File: src/design/swhd_pkg.sv
// shared types and constants of the single-wire half-duplex serial port
`timescale 1ns / 1ps

package swhd_pkg;

	localparam int unsigned CfgWidth = 16;
	localparam int unsigned ByteWidth = 8;
	localparam logic [CfgWidth-1:0] BitPeriodReset = 16'd256;

	localparam logic [1:0] FN_TICK   = 2'd0;
	localparam logic [1:0] FN_ARM_TX = 2'd1;
	localparam logic [1:0] FN_ARM_RX = 2'd2;

	typedef enum logic [8:0] {
		PH_IDLE      = 9'b000000001,
		PH_TX_ARMED  = 9'b000000010,
		PH_TX_HALF   = 9'b000000100,
		PH_TX_PULLUP = 9'b000001000,
		PH_TX_HIGH   = 9'b000010000,
		PH_TX_DATA   = 9'b000100000,
		PH_RX_ARMED  = 9'b001000000,
		PH_RX_HALF   = 9'b010000000,
		PH_RX_DATA   = 9'b100000000
	} phase_t;

	typedef struct packed {
		logic                 drive_enable;
		logic                 drive_level;
		logic                 pullup_enable;
		logic                 busy_res;
		logic                 tx_done;
		logic                 rx_valid;
		logic [ByteWidth-1:0] rx_byte;
	} res_t;

endpackage

File: src/design/swhd_if.sv
// handshake channels for commands and status of the serial port
`timescale 1ns / 1ps

interface swhd_cmd_if;
	logic       valid;
	logic       ready;
	logic [1:0] func;
	logic [7:0] tx_byte;
	logic       line_level;

	modport source (output valid, func, tx_byte, line_level, input ready);
	modport sink (input valid, func, tx_byte, line_level, output ready);
endinterface

interface swhd_res_if;
	logic       valid;
	logic       ready;
	logic       drive_enable;
	logic       drive_level;
	logic       pullup_enable;
	logic       busy_res;
	logic       tx_done;
	logic       rx_valid;
	logic [7:0] rx_byte;

	modport source (output valid, drive_enable, drive_level, pullup_enable, busy_res,
		tx_done, rx_valid, rx_byte, input ready);
	modport sink (input valid, drive_enable, drive_level, pullup_enable, busy_res,
		tx_done, rx_valid, rx_byte, output ready);
endinterface

File: src/design/single_wire_half_duplex_serial.sv
// top level of the single-wire half-duplex serial port
// usage:
//   cmd carries one item per transfer: a timer tick with the sampled wire
//   level, an arm-transmit command with the byte to send, or an arm-receive
//   command. res returns exactly one status item per command item: wire
//   drive enable and level, pull-up enable, busy, tx_done and rx_valid
//   pulses and the received byte.
//   cfg_we / cfg_wdata load the bit period in ticks; write it only while idle.
//   the status for an item is on res in the cycle after the item's
//   transfer. one item is taken every cycle while res is free or being
//   taken; the single result register sets that rate.
//   when res stalls with a result pending, cmd.ready drops and no item is
//   taken until the result leaves.
//   reset leaves the port idle with the wire released, pull-up off and a
//   bit period of 256 ticks; the result register comes up empty.
`timescale 1ns / 1ps

module single_wire_half_duplex_serial #(
	parameter int unsigned DATA_BITS = 8,
	parameter int unsigned TIMER_WIDTH = 16
) (
	input  logic                          clk,
	input  logic                          arst_n,
	input  logic                          cfg_we,
	input  logic [swhd_pkg::CfgWidth-1:0] cfg_wdata,
	swhd_cmd_if.sink                      cmd,
	swhd_res_if.source                    res
);
	import swhd_pkg::*;

	logic room;
	logic take;
	res_t res_d;

	assign cmd.ready = room;
	assign take      = cmd.valid && room;

	swhd_core #(
		.DATA_BITS   (DATA_BITS),
		.TIMER_WIDTH (TIMER_WIDTH)
	) u_core (
		.clk        (clk),
		.arst_n     (arst_n),
		.cfg_we     (cfg_we),
		.cfg_wdata  (cfg_wdata),
		.take       (take),
		.func       (cmd.func),
		.tx_byte    (cmd.tx_byte),
		.line_level (cmd.line_level),
		.res        (res_d)
	);

	swhd_out_reg u_out_reg (
		.clk    (clk),
		.arst_n (arst_n),
		.take   (take),
		.res    (res_d),
		.room   (room),
		.out    (res)
	);

endmodule

File: src/design/swhd_core.sv
// bit timing state machine: one command or timer tick per cycle while take is high
`timescale 1ns / 1ps

module swhd_core #(
	parameter int unsigned DATA_BITS = 8,
	parameter int unsigned TIMER_WIDTH = 16
) (
	input  logic                               clk,
	input  logic                               arst_n,
	input  logic                               cfg_we,
	input  logic [swhd_pkg::CfgWidth-1:0]      cfg_wdata,
	input  logic                               take,
	input  logic [1:0]                         func,
	input  logic [swhd_pkg::ByteWidth-1:0]     tx_byte,
	input  logic                               line_level,
	output swhd_pkg::res_t                     res
);
	import swhd_pkg::*;

	localparam int unsigned IdxWidth = (DATA_BITS > 1) ? $clog2(DATA_BITS) : 1;
	localparam logic [IdxWidth-1:0] LastIdx = IdxWidth'(DATA_BITS - 1);

	logic [CfgWidth-1:0]    bit_period_q;
	phase_t                 phase_q, phase_d;
	logic [TIMER_WIDTH-1:0] cnt_q, cnt_d, cnt_dec, full_load, half_load;
	logic [IdxWidth-1:0]    idx_q, idx_d;
	logic [DATA_BITS-1:0]   shift_q, shift_d, shift_tx;
	logic                   drive_q, drive_d, level_q, level_d, pullup_q, pullup_d;
	logic                   tx_done_d, rx_valid_d;
	logic [31:0]            bp_wide, half_wide, tx_wide, sh_wide;

	// a count of zero after truncation still lasts one tick
	always_comb begin
		bp_wide   = 32'(bit_period_q);
		half_wide = 32'(bit_period_q >> 1);
		full_load = bp_wide[TIMER_WIDTH-1:0];
		half_load = half_wide[TIMER_WIDTH-1:0];
		if (full_load == '0) full_load = TIMER_WIDTH'(1);
		if (half_load == '0) half_load = TIMER_WIDTH'(1);
		tx_wide   = 32'(tx_byte);
		shift_tx  = tx_wide[DATA_BITS-1:0];
	end

	always_comb begin
		phase_d    = phase_q;
		cnt_d      = cnt_q;
		idx_d      = idx_q;
		shift_d    = shift_q;
		drive_d    = drive_q;
		level_d    = level_q;
		pullup_d   = pullup_q;
		tx_done_d  = 1'b0;
		rx_valid_d = 1'b0;
		cnt_dec    = cnt_q - TIMER_WIDTH'(1);
		if (func == FN_ARM_TX || func == FN_ARM_RX) begin
			// arming aborts whatever is in flight
			drive_d  = 1'b0;
			level_d  = 1'b0;
			pullup_d = 1'b0;
			cnt_d    = '0;
			idx_d    = '0;
			if (func == FN_ARM_TX) begin
				shift_d = shift_tx;
				phase_d = PH_TX_ARMED;
			end else begin
				shift_d = '0;
				phase_d = PH_RX_ARMED;
			end
		end else if (func == FN_TICK) begin
			if (phase_q == PH_TX_ARMED || phase_q == PH_RX_ARMED) begin
				if (!line_level) begin
					cnt_d   = half_load;
					phase_d = (phase_q == PH_TX_ARMED) ? PH_TX_HALF : PH_RX_HALF;
				end
			end else if (phase_q != PH_IDLE) begin
				cnt_d = cnt_dec;
				if (cnt_dec == '0) begin
					unique case (phase_q)
						PH_TX_HALF: begin
							pullup_d = 1'b1;
							cnt_d    = full_load;
							phase_d  = PH_TX_PULLUP;
						end
						PH_TX_PULLUP: begin
							pullup_d = 1'b1;
							drive_d  = 1'b1;
							level_d  = 1'b1;
							cnt_d    = full_load;
							phase_d  = PH_TX_HIGH;
						end
						PH_TX_HIGH: begin
							pullup_d = 1'b1;
							drive_d  = 1'b1;
							level_d  = shift_q[DATA_BITS-1];
							shift_d  = shift_q << 1;
							idx_d    = '0;
							cnt_d    = full_load;
							phase_d  = PH_TX_DATA;
						end
						PH_TX_DATA: begin
							if (idx_q >= LastIdx) begin
								drive_d   = 1'b0;
								level_d   = 1'b0;
								pullup_d  = 1'b0;
								idx_d     = '0;
								tx_done_d = 1'b1;
								phase_d   = PH_IDLE;
							end else begin
								pullup_d = 1'b1;
								drive_d  = 1'b1;
								level_d  = shift_q[DATA_BITS-1];
								shift_d  = shift_q << 1;
								idx_d    = idx_q + IdxWidth'(1);
								cnt_d    = full_load;
							end
						end
						PH_RX_HALF: begin
							idx_d   = '0;
							cnt_d   = full_load;
							phase_d = PH_RX_DATA;
						end
						PH_RX_DATA: begin
							shift_d = (shift_q << 1) | DATA_BITS'(line_level);
							if (idx_q >= LastIdx) begin
								idx_d      = '0;
								rx_valid_d = 1'b1;
								phase_d    = PH_IDLE;
							end else begin
								idx_d = idx_q + IdxWidth'(1);
								cnt_d = full_load;
							end
						end
						default: begin
							phase_d  = PH_IDLE;
							drive_d  = 1'b0;
							level_d  = 1'b0;
							pullup_d = 1'b0;
						end
					endcase
				end
			end
		end
	end

	// status reflects the state left by this transfer
	always_comb begin
		sh_wide           = 32'(shift_d);
		res.drive_enable  = drive_d;
		res.drive_level   = drive_d & level_d;
		res.pullup_enable = pullup_d;
		res.busy_res      = (phase_d != PH_IDLE);
		res.tx_done       = tx_done_d;
		res.rx_valid      = rx_valid_d;
		if (phase_d == PH_TX_ARMED || phase_d == PH_TX_HALF || phase_d == PH_TX_PULLUP ||
		    phase_d == PH_TX_HIGH || phase_d == PH_TX_DATA)
			res.rx_byte = '0;
		else
			res.rx_byte = sh_wide[ByteWidth-1:0];
	end

	always_ff @(posedge clk or negedge arst_n) begin
		if (!arst_n) begin
			bit_period_q <= BitPeriodReset;
		end else if (cfg_we) begin
			bit_period_q <= cfg_wdata;
		end
	end

	always_ff @(posedge clk or negedge arst_n) begin
		if (!arst_n) begin
			phase_q  <= PH_IDLE;
			cnt_q    <= '0;
			idx_q    <= '0;
			shift_q  <= '0;
			drive_q  <= 1'b0;
			level_q  <= 1'b0;
			pullup_q <= 1'b0;
		end else if (take) begin
			phase_q  <= phase_d;
			cnt_q    <= cnt_d;
			idx_q    <= idx_d;
			shift_q  <= shift_d;
			drive_q  <= drive_d;
			level_q  <= level_d;
			pullup_q <= pullup_d;
		end
	end

endmodule

File: src/design/swhd_out_reg.sv
// result register between the state machine and the status channel
`timescale 1ns / 1ps

module swhd_out_reg (
	input  logic            clk,
	input  logic            arst_n,
	input  logic            take,
	input  swhd_pkg::res_t  res,
	output logic            room,
	swhd_res_if.source      out
);
	import swhd_pkg::*;

	logic valid_q;
	res_t res_q;

	// a new transfer can load the register in the cycle the old one leaves
	assign room = !valid_q || out.ready;

	always_ff @(posedge clk or negedge arst_n) begin
		if (!arst_n) begin
			valid_q <= 1'b0;
		end else if (room) begin
			valid_q <= take;
		end
	end

	always_ff @(posedge clk) begin
		if (take) begin
			res_q <= res;
		end
	end

	assign out.valid         = valid_q;
	assign out.drive_enable  = res_q.drive_enable;
	assign out.drive_level   = res_q.drive_level;
	assign out.pullup_enable = res_q.pullup_enable;
	assign out.busy_res      = res_q.busy_res;
	assign out.tx_done       = res_q.tx_done;
	assign out.rx_valid      = res_q.rx_valid;
	assign out.rx_byte       = res_q.rx_byte;

endmodule
File: src/flat_wrapper.sv
// flat-port wrapper written by rule: the top's interface ports become plain ports
module single_wire_half_duplex_serial_flat import swhd_pkg::*;
#(
	parameter int unsigned DATA_BITS = 8,
	parameter int unsigned TIMER_WIDTH = 16
)
  (clk, arst_n, cfg_we, cfg_wdata, cmd_valid, cmd_func, cmd_tx_byte, cmd_line_level, cmd_ready, res_valid, res_drive_enable, res_drive_level, res_pullup_enable, res_busy_res, res_tx_done, res_rx_valid, res_rx_byte, res_ready);
  swhd_cmd_if cmd_i ();
  swhd_res_if res_i ();
  input  logic clk;
  input  logic arst_n;
  input  logic cfg_we;
  input  logic [swhd_pkg::CfgWidth-1:0] cfg_wdata;
  input wire logic [$bits(cmd_i.valid)-1:0] cmd_valid;
  input wire logic [$bits(cmd_i.func)-1:0] cmd_func;
  input wire logic [$bits(cmd_i.tx_byte)-1:0] cmd_tx_byte;
  input wire logic [$bits(cmd_i.line_level)-1:0] cmd_line_level;
  output wire logic [$bits(cmd_i.ready)-1:0] cmd_ready;
  output wire logic [$bits(res_i.valid)-1:0] res_valid;
  output wire logic [$bits(res_i.drive_enable)-1:0] res_drive_enable;
  output wire logic [$bits(res_i.drive_level)-1:0] res_drive_level;
  output wire logic [$bits(res_i.pullup_enable)-1:0] res_pullup_enable;
  output wire logic [$bits(res_i.busy_res)-1:0] res_busy_res;
  output wire logic [$bits(res_i.tx_done)-1:0] res_tx_done;
  output wire logic [$bits(res_i.rx_valid)-1:0] res_rx_valid;
  output wire logic [$bits(res_i.rx_byte)-1:0] res_rx_byte;
  input wire logic [$bits(res_i.ready)-1:0] res_ready;
  assign cmd_i.valid = cmd_valid;
  assign cmd_i.func = cmd_func;
  assign cmd_i.tx_byte = cmd_tx_byte;
  assign cmd_i.line_level = cmd_line_level;
  assign cmd_ready = cmd_i.ready;
  assign res_valid = res_i.valid;
  assign res_drive_enable = res_i.drive_enable;
  assign res_drive_level = res_i.drive_level;
  assign res_pullup_enable = res_i.pullup_enable;
  assign res_busy_res = res_i.busy_res;
  assign res_tx_done = res_i.tx_done;
  assign res_rx_valid = res_i.rx_valid;
  assign res_rx_byte = res_i.rx_byte;
  assign res_i.ready = res_ready;
  single_wire_half_duplex_serial #(.DATA_BITS(DATA_BITS), .TIMER_WIDTH(TIMER_WIDTH)) u_core (.clk(clk), .arst_n(arst_n), .cfg_we(cfg_we), .cfg_wdata(cfg_wdata), .cmd(cmd_i), .res(res_i));
endmodule
File: config.mk
export PLATFORM = sky130hd
export DESIGN_NAME = single_wire_half_duplex_serial_flat
export DESIGN_NICKNAME = d
export VERILOG_FILES = /design/src/design/swhd_pkg.sv /design/src/design/swhd_if.sv /design/src/design/single_wire_half_duplex_serial.sv /design/src/design/swhd_core.sv /design/src/design/swhd_out_reg.sv /design/src/flat_wrapper.sv
export SDC_FILE = /design/constraint.sdc
export NUM_CORES = 1
export LEC_CHECK = 0
export BUFFER_PORTS_ARGS = -buffer_cell sky130_fd_sc_hd__buf_2
export CORE_ASPECT_RATIO = 0.75
export CORE_MARGIN = 1
export CORE_UTILIZATION = 40
export DETAILED_ROUTE_END_ITERATION = 10
export GPL_TIMING_DRIVEN = 0
export PLACE_DENSITY = 0.58
export SLEW_MARGIN = 10
export SYNTH_ARGS = -nofsm -noshare
export SYNTH_HDL_FRONTEND = slang
export SYNTH_SLANG_ARGS = --single-unit
File: constraint.sdc
create_clock -name clk -period 5.1 [get_ports clk]
set_input_delay 0.255 -clock clk [delete_from_list [all_inputs] [get_ports clk]]
set_output_delay 0.255 -clock clk [all_outputs]
set_load 0.05 [all_outputs]
-- Word-level counts from Yosys, hierarchy flattened
Cells that the tools add are included.
Widths: inputs -> output; s select.
- $add $sub $neg: 2
- multiply operators: 0
- div/mod/pow operators: 0
- $lt $le $gt $ge: 1
- equality and inequality tests: 19
- shifts and indexed selects: 0
- muxes and demuxes: 56
- bitwise logic cells: 7
- reduce and logical (&&, ||, !) cells: 29
- operators by type and width (operator ; count):
    $mux 16 ; 8
    $mux 8 ; 8
    $mux 9 ; 7
    $logic_not 16->1 ; 3
    $pmux 9 s5 ; 1
    $pmux 16 s2 ; 1
    $pmux 8 s3 ; 1
    $eq 9x2->1 const B ; 2
    $eq 9x3->1 const B ; 2
    $eq 9x4->1 const B ; 2
    $eq 9x5->1 const B ; 2
    $eq 9x6->1 const B ; 2
    $mux 1 ; 18
    $mux 3 ; 6
    $ne 9x1->1 const B ; 2
    $sub 16x1->16 const B ; 1
    $mux 15 ; 1
    $reduce_or 6->1 ; 2
    $eq 9x7->1 const B ; 1
    $eq 9x8->1 const B ; 1
    $eq 9x9->1 const B ; 1
    $or 8x1->8 ; 1
    $reduce_or 2->1 ; 4
    $logic_or 1x1->1 ; 7
    other kinds (21) ; 30
- register bits after elaboration: 70
- bits in latches: 0
- memory bits (writable): 0
- memory bits (read-only): 0
- input bits: 32
- output and inout port bits: 16
- word-level logic and storage cells: 130
- memories: 0

-- Depth between registers and ports, before layout
Gate-level depths: netlist (run 1).
- depth after elaboration: 13
- mapped depth: 14
- mapped depth without buffers: 11

-- By module
A second synthesis (run 1) with hierarchy kept.
- cells, all modules: 494
- area, all modules: 4619.4 um2
- modules (own cells, without submodules) (module ; times used ; cells an instance ; area an instance (um2) ; seq. area each (um2)):
    swhd_core ; 1 ; 476 ; 4145.2 ; 1378.8
    swhd_out_reg ; 1 ; 17 ; 467.9 ; 445.4
    single_wire_half_duplex_serial ; 1 ; 1 ; 6.3 ; 0.0

-- Worst setup path after synthesis (run 1)
No wires, ideal clock.
- path type: reg2reg
- from: reg u_core.u_core.cnt_q[0]
- to: reg u_core.u_out_reg.res_q (netlist bit u_core.u_out_reg.out.busy_res), data pin
- library setup time: 0.265 ns
- data arrival time: 2.890 ns
- required time: 4.835 ns
- slack: 1.945 ns
- cell stages (with the launch flop): 14
- buffers on the path: 2
- clock period less this slack: 3.155 ns
- path through: dfrtp_1 buf_2 inv_1 ha_1 o21bai_1 a211o_1 a31o_2 nor2_1 nand3_1 o311a_1 a21oi_1 clkbuf_2 nand2_1 or3_1
- RTL lines (item ; RTL line ; RTL):
    from (decl) ; swhd_core.sv:25 ; logic [TIMER_WIDTH-1:0] cnt_q, cnt_d, cnt_dec, full_load, half_load;
    from (signal assigned) ; swhd_core.sv:180 ; cnt_q <= cnt_d;
    to (signal assigned) ; swhd_out_reg.sv:30 ; res_q <= res;
    to (decl) ; swhd_out_reg.sv:15 ; res_t res_q;

-- Worst setup path in the final report (run 1)
- from: reg u_core.u_core.cnt_q[5]
- to: reg u_core.u_out_reg.res_q (netlist bit u_core.u_out_reg.out.rx_byte[4]), data pin
- cells in the longest elaborated chain, start to end: 12
- elaborated cells on any way between the ends: 21
- those cells by class: add/sub (1); eq/ne (5); mux (10); reduce/logical (5)
- ends and longest elaborated chain (item ; RTL line ; RTL):
    $sub 16x1->16 * ; swhd_core.sv:54 ; cnt_dec = cnt_q - TIMER_WIDTH'(1);
    $logic_not 16->1 * ; swhd_core.sv:77 ; if (cnt_dec == '0) begin
    $mux 9 ; swhd_core.sv:77 ;
    $mux 9 ; swhd_core.sv:75 ; end else if (phase_q != PH_IDLE) begin
    $mux 9 ; swhd_core.sv:70 ; if (phase_q == PH_TX_ARMED || phase_q == PH_RX_ARMED) begin
    $mux 9 ; swhd_core.sv:69 ; end else if (func == FN_TICK) begin
    $mux 9 ; swhd_core.sv:55 ; if (func == FN_ARM_TX || func == FN_ARM_RX) begin
    $eq 9x2->1 / $eq 9x3->1 (equally long branches) ; swhd_core.sv:154 ; if (phase_d == PH_TX_ARMED || phase_d == PH_TX_HALF || phase_d == PH_TX_PULLUP ||
    $logic_or 1x1->1 (3 in a row) ; swhd_core.sv:154 ;
    $logic_or 1x1->1 ; swhd_core.sv:155 ; phase_d == PH_TX_HIGH || phase_d == PH_TX_DATA)
Every way passes the cells marked *; elsewhere a longest branch is shown, timed or not.
A chain may end at the register's enable or synchronous reset.

==> metrics.cfg, run 1 <==
[timing]
whs_ns=-0.0194
finalMaxSlewViolations=0
slew_headroom=0.526
min_period_ns=3.72
worstMarginPinSlew_ns=0.710
rsz0062_at_grt=no
finClkSkew_ns=0.0108
setup_tns_ns=0
fmax_ghz=0.269
fin_crit_sh=0.729
setup_viol=0
timing.final.hold_violations=47

[clocking]
cts_root_buf=clkbuf_16
clockBufferDepth=2
cts_buffers=9
cts.sinks=70
clk_pin_slew_worst_paths_ns=0.06
cts_tree=done
clk_latency_ns=0.34
ctsHoldBuffers=0
cts_resized=0
post_cts_buffers=0
cts_max_level=3

[synth]
synth_top_area_share=0.296
synth.distinct_cells=72
synth.area.top_cells=dfrtp_1 30%, edfxtp_1 9.2%, o21ai_0 5.4%, mux2_2 4.4%, nand2_1 4.4%
synth-edff-count=14
synth_fp_nets=549
synth_flop_cell=dfrtp_1
async_flop_share=0.800
ys_warn_count=0
yosys.area.top_type=dfrtp_1
synthCells=510
avgSynthCellArea_um2=8.96
ys_seq_area_frac=0.399
syn_area_um2=4570
synth_seq_cells=70

[worst_setup_path]
cp_max_fo=10
worstPathArrival_ns=3.90
reg2reg_depth=12
cp_slowest_cell=nor3_1
endpoint_kind=flip-flop
cp-start-kind=flip-flop
cpPeakStageDelay_ns=0.44
timing.rr.start=u_core.u_core.cnt_q[5]$_DFFE_PN0P_
rrSetupSlack_ns=1.38
crit_type=reg2reg
r2r_end=u_core.u_out_reg.out.rx_byte[4]$_SDFFCE_PP0P_
cp.required_ns=5.28
path_cells=clkbuf_1 > nor3_1 > nand4_1 > xor2_1 > o211a_2 > buf_2 > nand4_1 > a31oi_1 > nand4_2 > and4_1 > buf_2 > o21ai_1

[route]
antenna_left=0
drc_errors=0
drt_iter0_drc=435
wl_per_cell_um=17.8
wirelength_mm=12.7
vias_per_cell=5.88
dr.pass1.iters=7
num_vias=4189

[global_routing]
first_global_vias=3904
grt_overflow=0
grt_pass1_wl_mm=20.7
grt_use_total=0.227
antenna_found_initial=0
grt_max_degree=57

[power]
leakage_nw=2.17
vdd_drop_max_uv=270
power_density_nw_per_um2=439

[run_status]
outcome=complete, but fails checks
violations=hold timing

[die]
ios=48
start_util=0.414
die_area_um2=11900
die_h_um=94.6
rows=33
design.core.area_um2=11000
die_w_um=125

[placement]
globalplace.congestion=0.904
post-dp-hpwl_mm=9.31
numPortBuffers=46

[cells_and_area]
layout-drive-gt1-share=0.210
final_core_util=0.479
nNetsFinal=606
areaGrowthSynthToFinish_pct=15.5
fillers=1044
antenna_cells=0

[flow_run]
drv_cap=0

[hold_path]
hold_class=in2async

how the worst max path moves through the flow:
stage | depth (start not counted) | to | slack [ns] | startpoint
floorplan | 13 | u_core.u_out_reg.out.busy_res$_DFFE_PP_ | 1.95 | u_core.u_core.cnt_q[0]$_DFFE_PN0P_
global placement | 11 | u_core.u_out_reg.out.busy_res$_DFFE_PP_ | 1.45 | u_core.u_core.cnt_q[0]$_DFFE_PN0P_
detailed placement | 11 | u_core.u_out_reg.out.busy_res$_DFFE_PP_ | 1.39 | u_core.u_core.cnt_q[0]$_DFFE_PN0P_
CTS | 11 | u_core.u_out_reg.out.busy_res$_DFFE_PP_ | 1.39 | u_core.u_core.cnt_q[0]$_DFFE_PN0P_
global route | 11 | u_core.u_out_reg.out.busy_res$_DFFE_PP_ | 1.13 | u_core.u_core.cnt_q[0]$_DFFE_PN0P_
finish | 12 | u_core.u_out_reg.out.rx_byte[4]$_SDFFCE_PP0P_ | 1.38 | u_core.u_core.cnt_q[5]$_DFFE_PN0P_
state kept, by name (all words and copies together), names as in the netlist, 3 cells and up:
signal	flops
u_core.u_core.bit_period_q	16
u_core.u_core.idx_q	3
u_core.u_core.shift_q	8
u_core.u_core.phase_q	9
u_core.u_core.cnt_q	16
u_core.u_out_reg.out.rx_byte	8
cells by family (layout without fill, tap and decap cells):
group | Yosys count | after routing | synth area share
multiplexers | 26 | 26 | 0.0619
AND/OR/NAND/NOR | 179 | 179 | 0.216
flip-flops | 70 | 70 | 0.399
XOR/XNOR | 15 | 15 | 0.0288
AO/OA/AOI/OAI | 164 | 164 | 0.224
adder cells (fa/ha/maj) | 7 | 7 | 0.0192
buffers and inverters | 49 | 111 | 0.0507
synthesized netlist by cell type (13+ instances only):
cell type and count:
edfxtp_1 14, nand2_1 54, inv_1 13, o21ai_0 49
nand3_1 14, dfrtp_1 54, nor3_1 13, a21oi_1 34
mux2_2 18, o21ai_1 22, nor2_1 31, clkbuf_1 20
critical path: cells and delay by family, from the launching register on:
kind            cells  cell delay (ns)
simple gates        5             1.37
compound gates      3             0.87
buf+inv             3             0.58
flops               1             0.36
xor+xnor            1             0.36
cell usage in the layout (no fill, tap or decap), types with 9 or more instances in the layout:
| master | count |
|---|---|
| nor2_1 | 31 |
| mux2_2 | 18 |
| dfrtp_1 | 54 |
| buf_2 | 55 |
| inv_1 | 13 |
| nor3_1 | 13 |
| nand2_1 | 54 |
| o21ai_1 | 22 |
| a21oi_1 | 34 |
| edfxtp_1 | 14 |
| clkbuf_16 | 9 |
| nand3_1 | 14 |
| clkbuf_1 | 20 |
| o21ai_0 | 49 |
cell type report:
cell class                      instances  area, um2  area share
Multi-Input combinational cell        391       2510       0.476
Sequential cell                        70       1820       0.346
Timing Repair Buffer                   46        233      0.0441
Clock buffer                            9        225      0.0427
Buffer                                 36        183      0.0346
Tap cell                              140        175      0.0332
Clock inverter                          7       73.8      0.0140
Inverter                               13       48.8     0.00925
per-stage QoR:
| stage | hold WS (ns) | worst slack, ns | power (mW) | cells | area [um2] |
|---|---|---|---|---|---|
| global placement | 0.462 | 1.45 | 1.66 | 696 | 4970 |
| finish | -0.0194 | 1.38 | 2.32 | 712 | 5280 |
| floorplan | -0.0406 | 1.95 | 1.45 | 510 | 4570 |
| CTS | 0.00441 | 1.39 | 2.31 | 712 | 5280 |
| global route | 0.0494 | 1.13 | 2.46 | 712 | 5280 |
| detailed placement | 0.367 | 1.39 | 1.67 | 696 | 4980 |
power breakdown:
part           total, mW  switching (mW)  internal (mW)
Clock              0.633           0.253          0.380
Sequential         0.774           0.102          0.672
Combinational      0.911           0.557          0.354
Total               2.32           0.912           1.41
layer usage:
layer / routed length [um] / up-vias / global-route usage
met3: 907 / 8 / 0.0453
li1: - / 2007 / -
met5: 0 / - / 0
met2: 5340 / 173 / 0.329
met4: 108 / 0 / 0.0569
met1: 6310 / 2001 / 0.342
Note: power is estimated with default switching activity, not from simulation.
==> run 2: changes to the inputs <==
--- a/config.mk
+++ b/config.mk
@@ -11,7 +11,7 @@
 export CORE_UTILIZATION = 40
 export DETAILED_ROUTE_END_ITERATION = 10
 export GPL_TIMING_DRIVEN = 0
-export PLACE_DENSITY = 0.58
+export PLACE_DENSITY = 0.6
 export SLEW_MARGIN = 10
 export SYNTH_ARGS = -nofsm -noshare
 export SYNTH_HDL_FRONTEND = slang
==> constraint.sdc (replaced) <==
create_clock -name clk -period 3 [get_ports clk]
set_input_delay 0.15 -clock clk [delete_from_list [all_inputs] [get_ports clk]]
set_output_delay 0.15 -clock clk [all_outputs]
set_load 0.05 [all_outputs]
==> run 2 against run 1 <==
The flow finishes with violations (setup timing). Largest cell class unchanged. Highest routed layer unchanged. Critical path type unchanged. Critical endpoint is now u_core.u_out_reg.out.rx_byte[1]$_SDFFCE_PP0P_. Clock-buffer cell count up 2. Die area unchanged. Via count rose by 7.3%. Sequential share of layout area fell by 4.0 points. Non-clock buffer count grew 41.
==> metrics.cfg, run 2 (synthesis gave the netlist of run 1 again) <==
[timing]
fin_crit_sh=1.01  ; +0.282
fmax_ghz=0.330  ; +23%
whs_ns=0.00932  ; +0.0288 ns
slew_headroom=0.481  ; -0.0450
finClkSkew_ns=0.00855  ; -0.00226 ns
setup_ws_ns=-0.0319  ; -1.41 ns
finalMaxSlewViolations=0  ; unchanged
min_period_ns=3.03  ; -0.686 ns
rsz0062_at_grt=yes
timing.final.hold_violations=0  ; -100%
setup_tns_ns=-0.167  ; -0.167 ns
setup_viol=10  ; +10
worstMarginPinSlew_ns=0.777  ; +0.0667 ns

[cells_and_area]
antenna_cells=0  ; unchanged
nNetsFinal=647  ; +6.8%
areaGrowthSynthToFinish_pct=31.2
layout-drive-gt1-share=0.343  ; +0.133
final_cell_mix=50 x nand2_1, 48 x buf_2, 48 x dfrtp_1, 40 x buf_4, 39 x o21ai_0
final_area_um2=5990  ; +14%
fillers=979  ; -6.2%
layout_commonest_cell=nand2_1
final_cells=753  ; +5.8%
top_regs=u_core.u_core.bit_period_q x16, u_core.u_core.cnt_q x16, u_core.u_core.phase_q x9

[flow_run]
drv_cap=0  ; unchanged

[run_status]
outcome=complete, but fails checks
violations=setup timing

[clocking]
cts_buffers=9  ; unchanged
cts.sinks=70  ; unchanged
cts_tree=done
clockBufferDepth=2  ; unchanged
clk_latency_ns=0.34  ; about the same
clk_pin_slew_worst_paths_ns=0.06  ; about the same
cts_max_level=3  ; unchanged
cts_root_buf=clkbuf_16

[power]
power_density_nw_per_um2=743  ; +69%
vdd_drop_max_uv=448  ; +66%
finalPower_mw=4.46  ; +92%
leakage_nw=2.49  ; +14%

[route]
wirelength_mm=13.9  ; +9.6%
vias_per_cell=5.97  ; +1.5%
wl_per_cell_um=18.4  ; +3.7%
drc_errors=0  ; unchanged
num_vias=4495  ; +7.3%
dr.pass1.iters=5  ; -2
antenna_left=0  ; unchanged
drt_iter0_drc=339  ; -22%

[die]
die_w_um=125  ; unchanged
die_area_um2=11900  ; unchanged
start_util=0.414  ; unchanged
ios=48  ; unchanged
rows=33  ; unchanged
design.core.area_um2=11000  ; unchanged
die_h_um=94.6  ; unchanged

[global_routing]
antenna_found_initial=0  ; unchanged
first_global_vias=4183  ; +7.1%
grt_max_degree=57  ; unchanged
grt_use_total=0.243  ; +0.0161
grt_pass1_wl_mm=22.2  ; +7.1%
grt_overflow=0  ; unchanged

[worst_setup_path]
endpoint_kind=flip-flop
worstPathArrival_ns=3.13  ; -0.77 ns
crit_top_cell=buf_4
cp.required_ns=3.09  ; -2.19 ns
crit_type=reg2reg
path_cells=nor3_2 > buf_4 > buf_4 > nand4b_1 > o211a_4 > nor2_4 > nand4_1 > a32oi_4 > a31o_1 > and4_1 > buf_6 > o21ai_1
cpPeakStageDelay_ns=0.48  ; +0.04 ns
cp_slowest_cell=dfrtp_1
cp-start-kind=flip-flop
critPathTopFamily=simple AND/OR/NAND/NOR gates
crit_buf_inv=3  ; unchanged
cp_max_fo=9  ; -1

[hold_path]
hold_class=in2reg

[placement]
numPortBuffers=46  ; unchanged
placed_area_um2=5030  ; +1.1%
globalplace.congestion=0.901  ; -0.35%
post-dp-hpwl_mm=9.29  ; -0.17%
placed_cells=696  ; unchanged

==> run 2: cell types whose count changed in the layout (fill, tap and decap cells not counted), moves of 7 or more <==
cell / delta
a21oi_1: -9
a21oi_2: +8
buf_2: -7
buf_4: +39
o21ai_0: -10
==> run 2: worst paths after layout <==
| path | startpoint | end | slack, ns | depth (start not counted) |
|---|---|---|---|---|
| max | u_core.u_core.cnt_q[5]$_DFFE_PN0P_ | u_core.u_out_reg.out.rx_byte[1]$_SDFFCE_PP0P_ | -0.03 | 12 |
| min in group asynchronous | arst_n | u_core.u_core.bit_period_q[15]$_DFFE_PN0P_ | 0.41 | 2 |
| max reg2reg | u_core.u_core.cnt_q[5]$_DFFE_PN0P_ | u_core.u_out_reg.out.rx_byte[1]$_SDFFCE_PP0P_ | -0.03 | 12 |
| min | cmd_valid | u_core.u_out_reg.out.valid$_DFFE_PN0N_ | 0.009 | 2 |
| max in group asynchronous | arst_n | u_core.u_core.phase_q[2]$_DFFE_PN0P_ | 2.05 | 2 |
| min reg2reg | u_core.u_core.pullup_q$_DFFE_PN0P_ | u_core.u_core.pullup_q$_DFFE_PN0P_ | 0.49 | 2 |
==> run 2: layout make-up <==
type                    instances  area [um2]  share of cell area
clock inverters                 5        40.0             0.00668
plain buffers                  33         203              0.0338
flip-flops and latches         70        1830               0.306
inverters                      13        51.3             0.00856
multi-input cells             391        2830               0.472
well taps                     140         175              0.0292
repair buffers                 90         607               0.101
clock buffers                  11         254              0.0424
==> run 2: metrics by stage <==
| step | util | setup slack (ns) |
|---|---|---|
| after CTS | 0.521 | -0.0335 |
| after floorplan | - | 0.0139 |
| after global routing | 0.544 | -0.136 |
| after detailed placement | 0.457 | -0.585 |
| after global placement | 0.456 | -0.491 |
| final | 0.544 | -0.0319 |
==> run 2: routing by layer <==
layer,track usage,vias up,part of all wire
li1,-,2084,-
met2,0.364,178,0.44
met1,0.343,2220,0.47
met4,0.0793,0,0.012
met5,0,-,0
met3,0.0618,13,0.075
==> run 2: report_power, final <==
part	internal (mW)	switching [mW]	leakage [nW]
logic	0.930	1.11	1.51
registers	1.15	0.211	0.831
clock network	0.616	0.438	0.142
total	2.70	1.76	2.49
==> run 2: what timing repair did <==
| action | 4_1_cts | 5_1_grt |
|---|---|---|
| pin swaps | 26 | 23 |
| cloned | 0 | 1 |
| buffers inserted | 28 | 14 |
| endpoints found under the setup margin | 39 | 35 |
| hold buffers | 1 | 0 |
| endpoints found under the hold margin | 54 | 0 |
| resized for setup | 44 | 35 |
==> run 3: changes to the inputs <==
--- a/config.mk
+++ b/config.mk
@@ -8,10 +8,10 @@
 export BUFFER_PORTS_ARGS = -buffer_cell sky130_fd_sc_hd__buf_2
 export CORE_ASPECT_RATIO = 0.75
 export CORE_MARGIN = 1
-export CORE_UTILIZATION = 40
+export CORE_UTILIZATION = 35
 export DETAILED_ROUTE_END_ITERATION = 10
 export GPL_TIMING_DRIVEN = 0
-export PLACE_DENSITY = 0.6
+export PLACE_DENSITY = 0.54
 export SLEW_MARGIN = 10
 export SYNTH_ARGS = -nofsm -noshare
 export SYNTH_HDL_FRONTEND = slang
==> run 3 against run 2 <==
Clock power is 10% higher. The run still ends with setup timing left. Largest power group unchanged. Power is 2.1% higher. Via count is 1.8% lower. Hold slack better by 0.0059 ns.
==> metrics.cfg, run 3 (synthesis gave the netlist of run 1 again) <==
[die]
die_w_um=134  ; +6.8%
die_area_um2=13500  ; +14%
die_h_um=101  ; +6.8%
ios=48  ; unchanged
start_util=0.366  ; -0.0484
rows=35  ; +6.1%
design.core.area_um2=12500  ; +13%

[route]
antenna_left=0  ; unchanged
vias_per_cell=5.73  ; -4.1%
dr.pass1.iters=5  ; unchanged
num_vias=4416  ; -1.8%
wirelength_mm=13.9  ; about the same
drt_iter0_drc=377  ; +11%
wl_per_cell_um=18.0  ; -2.4%
drc_errors=0  ; unchanged

[clocking]
clockBufferDepth=2  ; unchanged
clk_latency_ns=0.34  ; about the same
clk_pin_slew_worst_paths_ns=0.06  ; about the same
cts.sinks=70  ; unchanged
cts_buffers=9  ; unchanged
cts_root_buf=clkbuf_16
cts_tree=done
cts_max_level=3  ; unchanged

[run_status]
outcome=complete, but fails checks
violations=setup timing

[cells_and_area]
areaGrowthSynthToFinish_pct=31.4
layout_commonest_cell=nand2_1
nNetsFinal=639  ; -1.2%
antenna_cells=0  ; unchanged
top_regs=u_core.u_core.bit_period_q x16, u_core.u_core.cnt_q x16, u_core.u_core.phase_q x9
final_cells=771  ; +2.4%
final_cell_mix=53 x nand2_1, 46 x buf_2, 46 x dfrtp_1, 41 x o21ai_0, 36 x buf_4
layout-drive-gt1-share=0.326  ; -0.0170

[worst_setup_path]
cp_slowest_cell=dfrtp_1
rrSetupSlack_ns=-0.07  ; -0.04 ns
timing.rr.start=u_core.u_core.cnt_q[0]$_DFFE_PN0P_
cp-startpoint=u_core.u_core.cnt_q[0]$_DFFE_PN0P_
endpoint_kind=flip-flop
path_cells=buf_6 > inv_4 > ha_4 > o21bai_4 > a211o_1 > a31o_4 > nor3b_4 > buf_4 > nand3b_4 > buf_4 > a31oi_2 > nand4_1 > buf_6 > o21ai_1 > o21ai_1
cpPeakStageDelay_ns=0.37  ; -0.11 ns
cp_max_fo=8  ; -1
worstPathArrival_ns=3.16  ; +0.03 ns
cp.required_ns=3.09  ; about the same
cp-start-kind=flip-flop
crit_type=reg2reg

[timing]
fin_crit_sh=1.02  ; +0.0119
finClkSkew_ns=0.00889  ; +0.000343 ns
setup_viol=10  ; unchanged
finalMaxSlewViolations=0  ; unchanged
fmax_ghz=0.326  ; -1.2%
worstMarginPinSlew_ns=0.737  ; -0.0396 ns
rsz0062_at_grt=yes
min_period_ns=3.07  ; +0.0357 ns
timing.final.hold_violations=0  ; unchanged
setup_ws_ns=-0.0676  ; -0.0357 ns
slew_headroom=0.508  ; +0.0269
setup_tns_ns=-0.539  ; -0.371 ns

[placement]
globalplace.congestion=0.899  ; -0.21%
placed_cells=722  ; +3.7%
post-dp-hpwl_mm=9.52  ; +2.4%
numPortBuffers=46  ; unchanged

[global_routing]
antenna_found_initial=0  ; unchanged
grt_max_degree=57  ; unchanged
grt_pass1_wl_mm=22.1  ; -0.50%
grt_overflow=0  ; unchanged
grt_use_total=0.211  ; -0.0320
first_global_vias=4194  ; +0.26%

[power]
finalPower_mw=4.55  ; +2.1%
power_density_nw_per_um2=757  ; +1.8%
leakage_nw=2.45  ; -1.6%
vdd_drop_max_uv=316  ; -30%

[flow_run]
drv_cap=0  ; unchanged

[hold_path]
min-delay-start=cmd_valid
hold_class=in2reg

run 3: power breakdown:
part	internal, mW	leakage, nW	switching (mW)
combinational	0.919	1.46	1.07
sequential	1.15	0.829	0.242
clock	0.723	0.162	0.441
run 3: final cells by class:
type	instances	area (um2)
Buffer	31	200
Clock buffer	11	264
Clock inverter	5	62.6
Fill cell	1170	6470
Inverter	13	51.3
Multi-Input combinational cell	391	2830
Sequential cell	70	1830
Tap cell	166	208
Timing Repair Buffer	84	553
run 3: final timing paths:
path | to | depth (start not counted)
setup / recovery | u_core.u_out_reg.out.rx_byte[1]$_SDFFCE_PP0P_ | 15
hold / removal | u_core.u_out_reg.out.valid$_DFFE_PN0N_ | 2
setup reg to reg | u_core.u_out_reg.out.rx_byte[1]$_SDFFCE_PP0P_ | 15
hold reg to reg | u_core.u_core.pullup_q$_DFFE_PN0P_ | 2
max in group asynchronous | u_core.u_core.phase_q[2]$_DFFE_PN0P_ | 2
min in group asynchronous | u_core.u_core.bit_period_q[15]$_DFFE_PN0P_ | 2
run 3: what timing repair did:
| item | in CTS | in global routing |
|---|---|---|
| hold buffers | 1 | 0 |
| gates resized for setup | 41 | 34 |
| buffers inserted | 26 | 11 |
| hold endpoints to repair | 54 | 0 |
| setup endpoints to repair | 39 | 38 |
| pin swaps | 20 | 19 |
| gates cloned | 0 | 0 |
run 3: stage by stage:
stage | hold WS, ns | area, um2 | setup WS, ns | utilization
after floorplan | -0.146 | 4630 | 0.0139 | -
after global placement | 0.357 | 5060 | -0.628 | 0.406
after detailed placement | 0.262 | 5070 | -0.658 | 0.406
after CTS | 0.00988 | 5790 | 0.00162 | 0.464
after global routing | 0.0303 | 6010 | -0.200 | 0.481
final | 0.0153 | 6010 | -0.0676 | 0.481
run 3: routing by layer:
layer | share of wire | wire, um | GRT usage
met5 | 0 | 0 | 0
met4 | 0.014 | 199 | 0.0656
met3 | 0.074 | 1030 | 0.0463
met2 | 0.43 | 5980 | 0.301
met1 | 0.48 | 6670 | 0.314
run 3: worst max-delay path: cells and delay by family (launching register included):
kind | cells | cell delay [ns]
AO/OA/AOI/OAI | 6 | 1.13
AND/OR/NAND/NOR | 3 | 0.50
flip-flops | 1 | 0.37
buffers and inverters | 5 | 0.67
adder cells (fa/ha/maj) | 1 | 0.16
